==> config.mk <==
export PLATFORM = sky130hd
export DESIGN_NAME = pps_front
export DESIGN_NICKNAME = d
export VERILOG_FILES = /design/src/design/pps_pkg.sv /design/src/design/pps_front.sv
export SDC_FILE = /design/constraint.sdc
export NUM_CORES = 1
export LEC_CHECK = 0
export BUFFER_PORTS_ARGS = -buffer_cell sky130_fd_sc_hd__buf_2
export CAP_MARGIN = 30
export CORE_MARGIN = 5
export CORE_UTILIZATION = 60
export DETAILED_ROUTE_END_ITERATION = 7
export PLACE_DENSITY = 0.83
export REMOVE_ABC_BUFFERS = 1
export SLEW_MARGIN = 15
export SYNTH_ARGS = -nofsm -noshare
export SYNTH_HDL_FRONTEND = slang
export SYNTH_SLANG_ARGS = --single-unit
==> constraint.sdc <==
create_clock -name clk -period 5.4 [get_ports clk]
set_input_delay 0.54 -clock clk [delete_from_list [all_inputs] [get_ports clk]]
set_output_delay 0.54 -clock clk [all_outputs]
set_load 0.005 [all_outputs]
==> src/design/pps_pkg.sv <==
// pps_pkg: shared types, constants and tables of the pure pursuit steering block
// depends on nothing; used by every module of the block

package pps_pkg;

  localparam int PPS_MAX_POINTS = 4096;
  localparam int PPS_QUEUE_DEPTH = 4;
  localparam int PPS_CORDIC_STEPS = 24;
  localparam logic [15:0] PPS_STEER_LIMIT = 16'd16200;
  localparam logic [15:0] PPS_DEG_SCALE = 16'd46080;
  localparam logic [31:0] PPS_CORDIC_GAIN = 32'd652032874;

  typedef enum logic [2:0] {
    REG_LOOKAHEAD   = 3'd0,
    REG_WHEELBASE   = 3'd1,
    REG_STEER_GAIN  = 3'd2,
    REG_DRIVE_SPEED = 3'd3,
    REG_WINDOW_BACK = 3'd4,
    REG_WINDOW_AHD  = 3'd5
  } reg_index_t;

  typedef enum logic {
    OP_LOAD = 1'b0,
    OP_POSE = 1'b1
  } opcode_t;

  typedef enum logic {
    CORDIC_VEC = 1'b0,
    CORDIC_ROT = 1'b1
  } cordic_mode_t;

  typedef struct packed {
    logic               opcode;
    logic signed [31:0] pos_x;
    logic signed [31:0] pos_y;
    logic [15:0]        heading;
  } in_t;

  typedef struct packed {
    logic signed [14:0] steer_angle;
    logic [7:0]         speed_cmd;
    logic [11:0]        nearest_point;
    logic [11:0]        target_point;
  } out_t;

  typedef struct packed {
    logic [15:0] lookahead_dist;
    logic [11:0] wheelbase;
    logic [9:0]  steer_gain;
    logic [7:0]  drive_speed;
    logic [7:0]  window_back;
    logic [7:0]  window_ahead;
  } cfg_t;

  // queue entry: item already sorted into load or pose
  typedef struct packed {
    logic               is_pose;
    logic signed [31:0] pos_x;
    logic signed [31:0] pos_y;
    logic [15:0]        heading;
  } item_t;

  // arctangent of 2^-i as a 32 bit binary angle
  function automatic logic [31:0] pps_atan(input logic [4:0] step);
    logic [31:0] a;
    unique case (step)
      5'd0:  a = 32'd536870912;
      5'd1:  a = 32'd316933406;
      5'd2:  a = 32'd167458907;
      5'd3:  a = 32'd85004756;
      5'd4:  a = 32'd42667331;
      5'd5:  a = 32'd21354465;
      5'd6:  a = 32'd10679838;
      5'd7:  a = 32'd5340245;
      5'd8:  a = 32'd2670163;
      5'd9:  a = 32'd1335087;
      5'd10: a = 32'd667544;
      5'd11: a = 32'd333772;
      5'd12: a = 32'd166886;
      5'd13: a = 32'd83443;
      5'd14: a = 32'd41722;
      5'd15: a = 32'd20861;
      5'd16: a = 32'd10430;
      5'd17: a = 32'd5215;
      5'd18: a = 32'd2608;
      5'd19: a = 32'd1304;
      5'd20: a = 32'd652;
      5'd21: a = 32'd326;
      5'd22: a = 32'd163;
      5'd23: a = 32'd81;
      default: a = 32'd0;
    endcase
    return a;
  endfunction

endpackage

==> src/design/pps_front.sv <==
// pps_front: input side, accepts transactions, tags them and queues them
// depends on pps_pkg

module pps_front import pps_pkg::*; (
  input  logic  clk,
  input  logic  rst,
  input  logic  in_valid,
  output logic  in_ready,
  input  in_t   in_data,
  output logic  q_valid,
  input  logic  q_ready,
  output item_t q_item
);

  localparam int QAW = $clog2(PPS_QUEUE_DEPTH);

  item_t           slots [PPS_QUEUE_DEPTH];
  logic [QAW-1:0]  wr_ptr;
  logic [QAW-1:0]  rd_ptr;
  logic [QAW:0]    fill;
  logic            push;
  logic            pop;
  item_t           tagged_item;

  assign in_ready = (fill != (QAW+1)'(PPS_QUEUE_DEPTH));
  assign q_valid  = (fill != '0);
  assign push     = in_valid && in_ready;
  assign pop      = q_valid && q_ready;
  assign q_item   = slots[rd_ptr];

  always_comb begin
    tagged_item.is_pose = (in_data.opcode == OP_POSE);
    tagged_item.pos_x   = in_data.pos_x;
    tagged_item.pos_y   = in_data.pos_y;
    tagged_item.heading = in_data.heading;
  end

  always_ff @(posedge clk) begin
    if (push) begin
      slots[wr_ptr] <= tagged_item;
    end
  end

  always_ff @(posedge clk) begin
    if (rst) begin
      wr_ptr <= '0;
      rd_ptr <= '0;
      fill   <= '0;
    end else begin
      if (push) begin
        wr_ptr <= wr_ptr + 1'b1;
      end
      if (pop) begin
        rd_ptr <= rd_ptr + 1'b1;
      end
      if (push && !pop) begin
        fill <= fill + 1'b1;
      end else if (pop && !push) begin
        fill <= fill - 1'b1;
      end
    end
  end

endmodule

# Word level (Yosys, flattened, before mapping)
# Memories as Yosys holds them, arrays and structs flattened. A register that Yosys moved wholly into a read port is not among the register bits.
# Cells that the tools add are included.
[totals]
wordCells = 23
reg_bits = 7
mem_bits_rw = 324
latch_bits = 0
inputBits = 85
n_memories = 1
rom_bits = 0
[memory_table]
columns = ["name", "words", "word_bits", "read_ports", "rd_ports_with_merged_regs", "write_ports", "line_no", "text"]
rows = [
  ["slots", 4, 81, 1, 1, 1, "pps_front.sv:17", "item_t slots [PPS_QUEUE_DEPTH];"],
]
[op_classes]
div_mod_pow = 0
n_shift = 0
reduce_logical = 8
bitwise = 0
muxes = 6
addsub = 4
eq_ne = 1
mul = 0
n_lt_le_gt_ge = 0
[ops]
columns = ["cell", "count"]
rows = [
  ["two-way mux 3 bit", 2],
  ["adder 2 x 1 -> 2 bit, second input constant", 2],
  ["logical AND 1 bit", 4],
  ["two-way mux 2 bit", 2],
  ["adder 3 x 1 -> 3 bit, second input constant", 1],
  ["!= test 3 bit, second input constant", 1],
  ["nonzero test 3 bit", 1],
  ["subtractor 3 x 1 -> 3 bit, second input constant", 1],
  ["logical NOT 1 bit", 2],
  ["two-way mux 1 bit", 2],
  ["nonzero test 2 bit", 1],
]

# Logic depth before layout (Yosys ltp)
[logic_depth]
depth_word = 6
ltp_mapped = 8

# Worst setup path before layout
# No wires, ideal clock.
[synth_timing]
path_kind = "input port to flip-flop"
from = "input in_valid"
to = "memory slots[0][0] (netlist name), enable pin"
t_required_ns = 4.952
setup_time_ns = 0.448
path_slack_ns = 2.218
n_path_buf = 0
cell_stages = 2
arrival_time_ns = 2.734
path_cell_list = "a21boi_2 -> and2_1"
[synth_between]
elab_chain_cells = 3
[synth_lines]
columns = ["item", "line_no", "text"]
rows = [
  ["from (decl)", "pps_front.sv:7", "input logic in_valid,"],
  ["logical AND 1 bit", "pps_front.sv:27", "assign push = in_valid && in_ready;"],
  ["two-way mux 1 bit", "pps_front.sv:39", "if (push) begin"],
  ["two-way mux 1 bit (not written as such)", "pps_front.sv:40", "slots[wr_ptr] <= tagged_item;"],
  ["to (decl)", "pps_front.sv:17", ""],
]
# Every way passes these cells.

==> out/qor.csv <==
metric,value,unit
status,"finished, final reports clean",
ys_types,23,
slew_viol_final,0,
endpoint_kind,output port,
final_hold_viol_count,0,
maxSlewHeadroom,50.0,%
yosysSeqAreaShare,81.0,%
async_reset_ff_share,0,%
yosys_warnings,0,
period_share,53.5,%
grt_max_degree,56,
clk_path_buf_depth,3,
coreArea,0.0202,mm²
num_rows,52,
p_leak,4.87,nW
vias,5509,
final_cells,957,
period_needed,2890,ps
cts_root_buf,clkbuf_16,
numCtsBuffers,34,
clkLatencyLatePin,490,ps
ys_seq_elements,333,
dp.cells,897,
drt_iter0_drc,425,
die_x,153,µm
powerDensity,482,mW/mm²
layout-drive-gt1-share,44.8,%
syn_area,0.0122,mm²
vias_per_cell,5.76,
grt_pass1_wl,34200,µm
setup_tns,0,ps
cts_resized,0,
nNetsFinal,754,
drt-wirelength-per-cell,22.9,µm
dr.pass1.iters,5,
drc,0,
r2r_setup_slack,2770,ps
maxCapViolCount,0,
whs_endpoint,slots[3][36]$_DFFE_PP_,
totalWireLength,21900,µm
path_clk_slew,60,ps
grt_overflow,0,
synth_top_flop_cell,edfxtp_1,
ys_top_cells_by_count,"324 x edfxtp_1, 81 x mux4_2, 9 x dfxtp_1",
rsz0062_at_grt,false,
area_growth,17.9,%
cts_setup_buffers,0,
fin_skew,8.87,ps
hp-start,in_data[36],
whs_path_depth,1,
ant_nets,0,
ir_drop,0.344,mV
synth.top_cell.area_share,79.5,%
crit_arrival,2350,ps
worst_pin_slew,750,ps
grt_pass1_vias,6090,
start_util,60.7,%
fmaxAchievable,346,MHz
yosysMostFrequentCell,edfxtp_1,
r2r-start,fill[0]$_SDFFE_PP0P_,
io_buffer_count,167,
power,6.96,mW
critPathKind,reg -> out,
hold_path.class,in -> reg,
syn_area_per_cell,26.0,µm²
io_pins,168,
synth_largest_area_cell,edfxtp_1,
synth_top_cells_by_area,"edfxtp_1 80%, mux4_2 15%, dfxtp_1 1.5%",
antenna_found_initial,0,
die-area,0.0233,mm²
hpwl,13200,µm
layout_setup_ws,2510,ps
clock-sinks,333,
syn-instance-count,471,
rr_worst_depth,4,
cp_max_fo,27,
cts_max_level,2,
r2r-end,slots[0][23]$_DFFE_PP_,
gp_congestion,0.721,
hold_buffers,0,
cp.required,4860,ps
pre_cts_ws,2690,ps
synth_edf_count,324,
finalSetupViolations,0,
cts_tree,built,
die_h,153,µm
critPathLaunchType,flip-flop,
grtUsageTotal,19.0,%
[sequential cells by signal (all words and copies together) (netlist names), named ones only]
signal,cells
fill,3
rd_ptr,2
wr_ptr,2
slots,324
[placed cells by master (no fill, tap or decap), drive strengths merged, types with 2 or more instances in the layout]
cell	count
and2	4
nor2	8
inv	3
mux4	81
clkbuf	40
xor2	4
mux2i	2
nand2b	2
or3	2
bufinv	4
clkinv	15
ha	5
dfxtp	9
buf	175
edfxtp	324
[kinds of logic after synthesis]
kind of cell	share of synthesized area, %
flops	81.0
compound gates	0.307
buf+inv	1.88
xor+xnor	0.286
mux	15.2
fa+ha+maj	0.675
simple gates	0.685
[report_power, final]
| part | switching, mW | internal, mW | total [mW] |
|---|---|---|---|
| clock | 0.879 | 1.42 | 2.30 |
| combinational | 0.633 | 0.739 | 1.37 |
| sequential | 0.143 | 3.14 | 3.28 |
| total | 1.65 | 5.30 | 6.96 |
[cell type report]
cell class,instances,area (µm²)
Antenna cell,1,2.50
Sequential cell,333,9920
Clock inverter,19,179
Clock buffer,40,937
Inverter,3,11.3
Fill cell,1195,5740
Multi-Input combinational cell,116,2100
Timing Repair Buffer,175,936
Tap cell,270,338
[worst max-delay path, stage by stage, from the launching register on]
cell and delay [ps]:
dfxtp_4 720, buf_4 410, mux4_2 570, buf_2 150
[routing by layer]
layer | part of all wire (%) | vias to the layer above | global-route usage [%] | routed length, µm
met5 | 0 | - | 0 | 0
met3 | 7.1 | 42 | 5.37 | 1550
met1 | 40 | 2838 | 25.4 | 8730
met4 | 2.1 | 0 | 5.22 | 452
li1 | - | 2407 | - | -
met2 | 51 | 222 | 31.2 | 11200
[metrics by stage]
step | cell area [µm²] | hold slack, ps | utilization (%)
floorplan | 12000 | 481 | -
global placement | 13300 | 490 | 65.7
CTS | 14400 | 235 | 71.5
detailed placement | 13300 | 511 | 66.0
finish | 14400 | 259 | 71.5
global route | 14400 | 242 | 71.5
[worst max-delay path by stage]
stage | depth (start not counted) | endpoint | slack, ps | from
2_1_floorplan | 1 | q_item[0] | 790 | flip-flop
3_3_place_gp | 3 | q_item[30] | 2540 | flip-flop
3_5_place_dp | 4 | slots[1][59]$_DFFE_PP_ | 2690 | in_valid
4_1_cts | 3 | q_item[0] | 2400 | flip-flop
5_1_grt | 3 | q_item[0] | 2300 | flip-flop
6_report | 3 | q_item[77] | 2510 | flip-flop
Note: power is estimated with default switching activity, not from simulation.
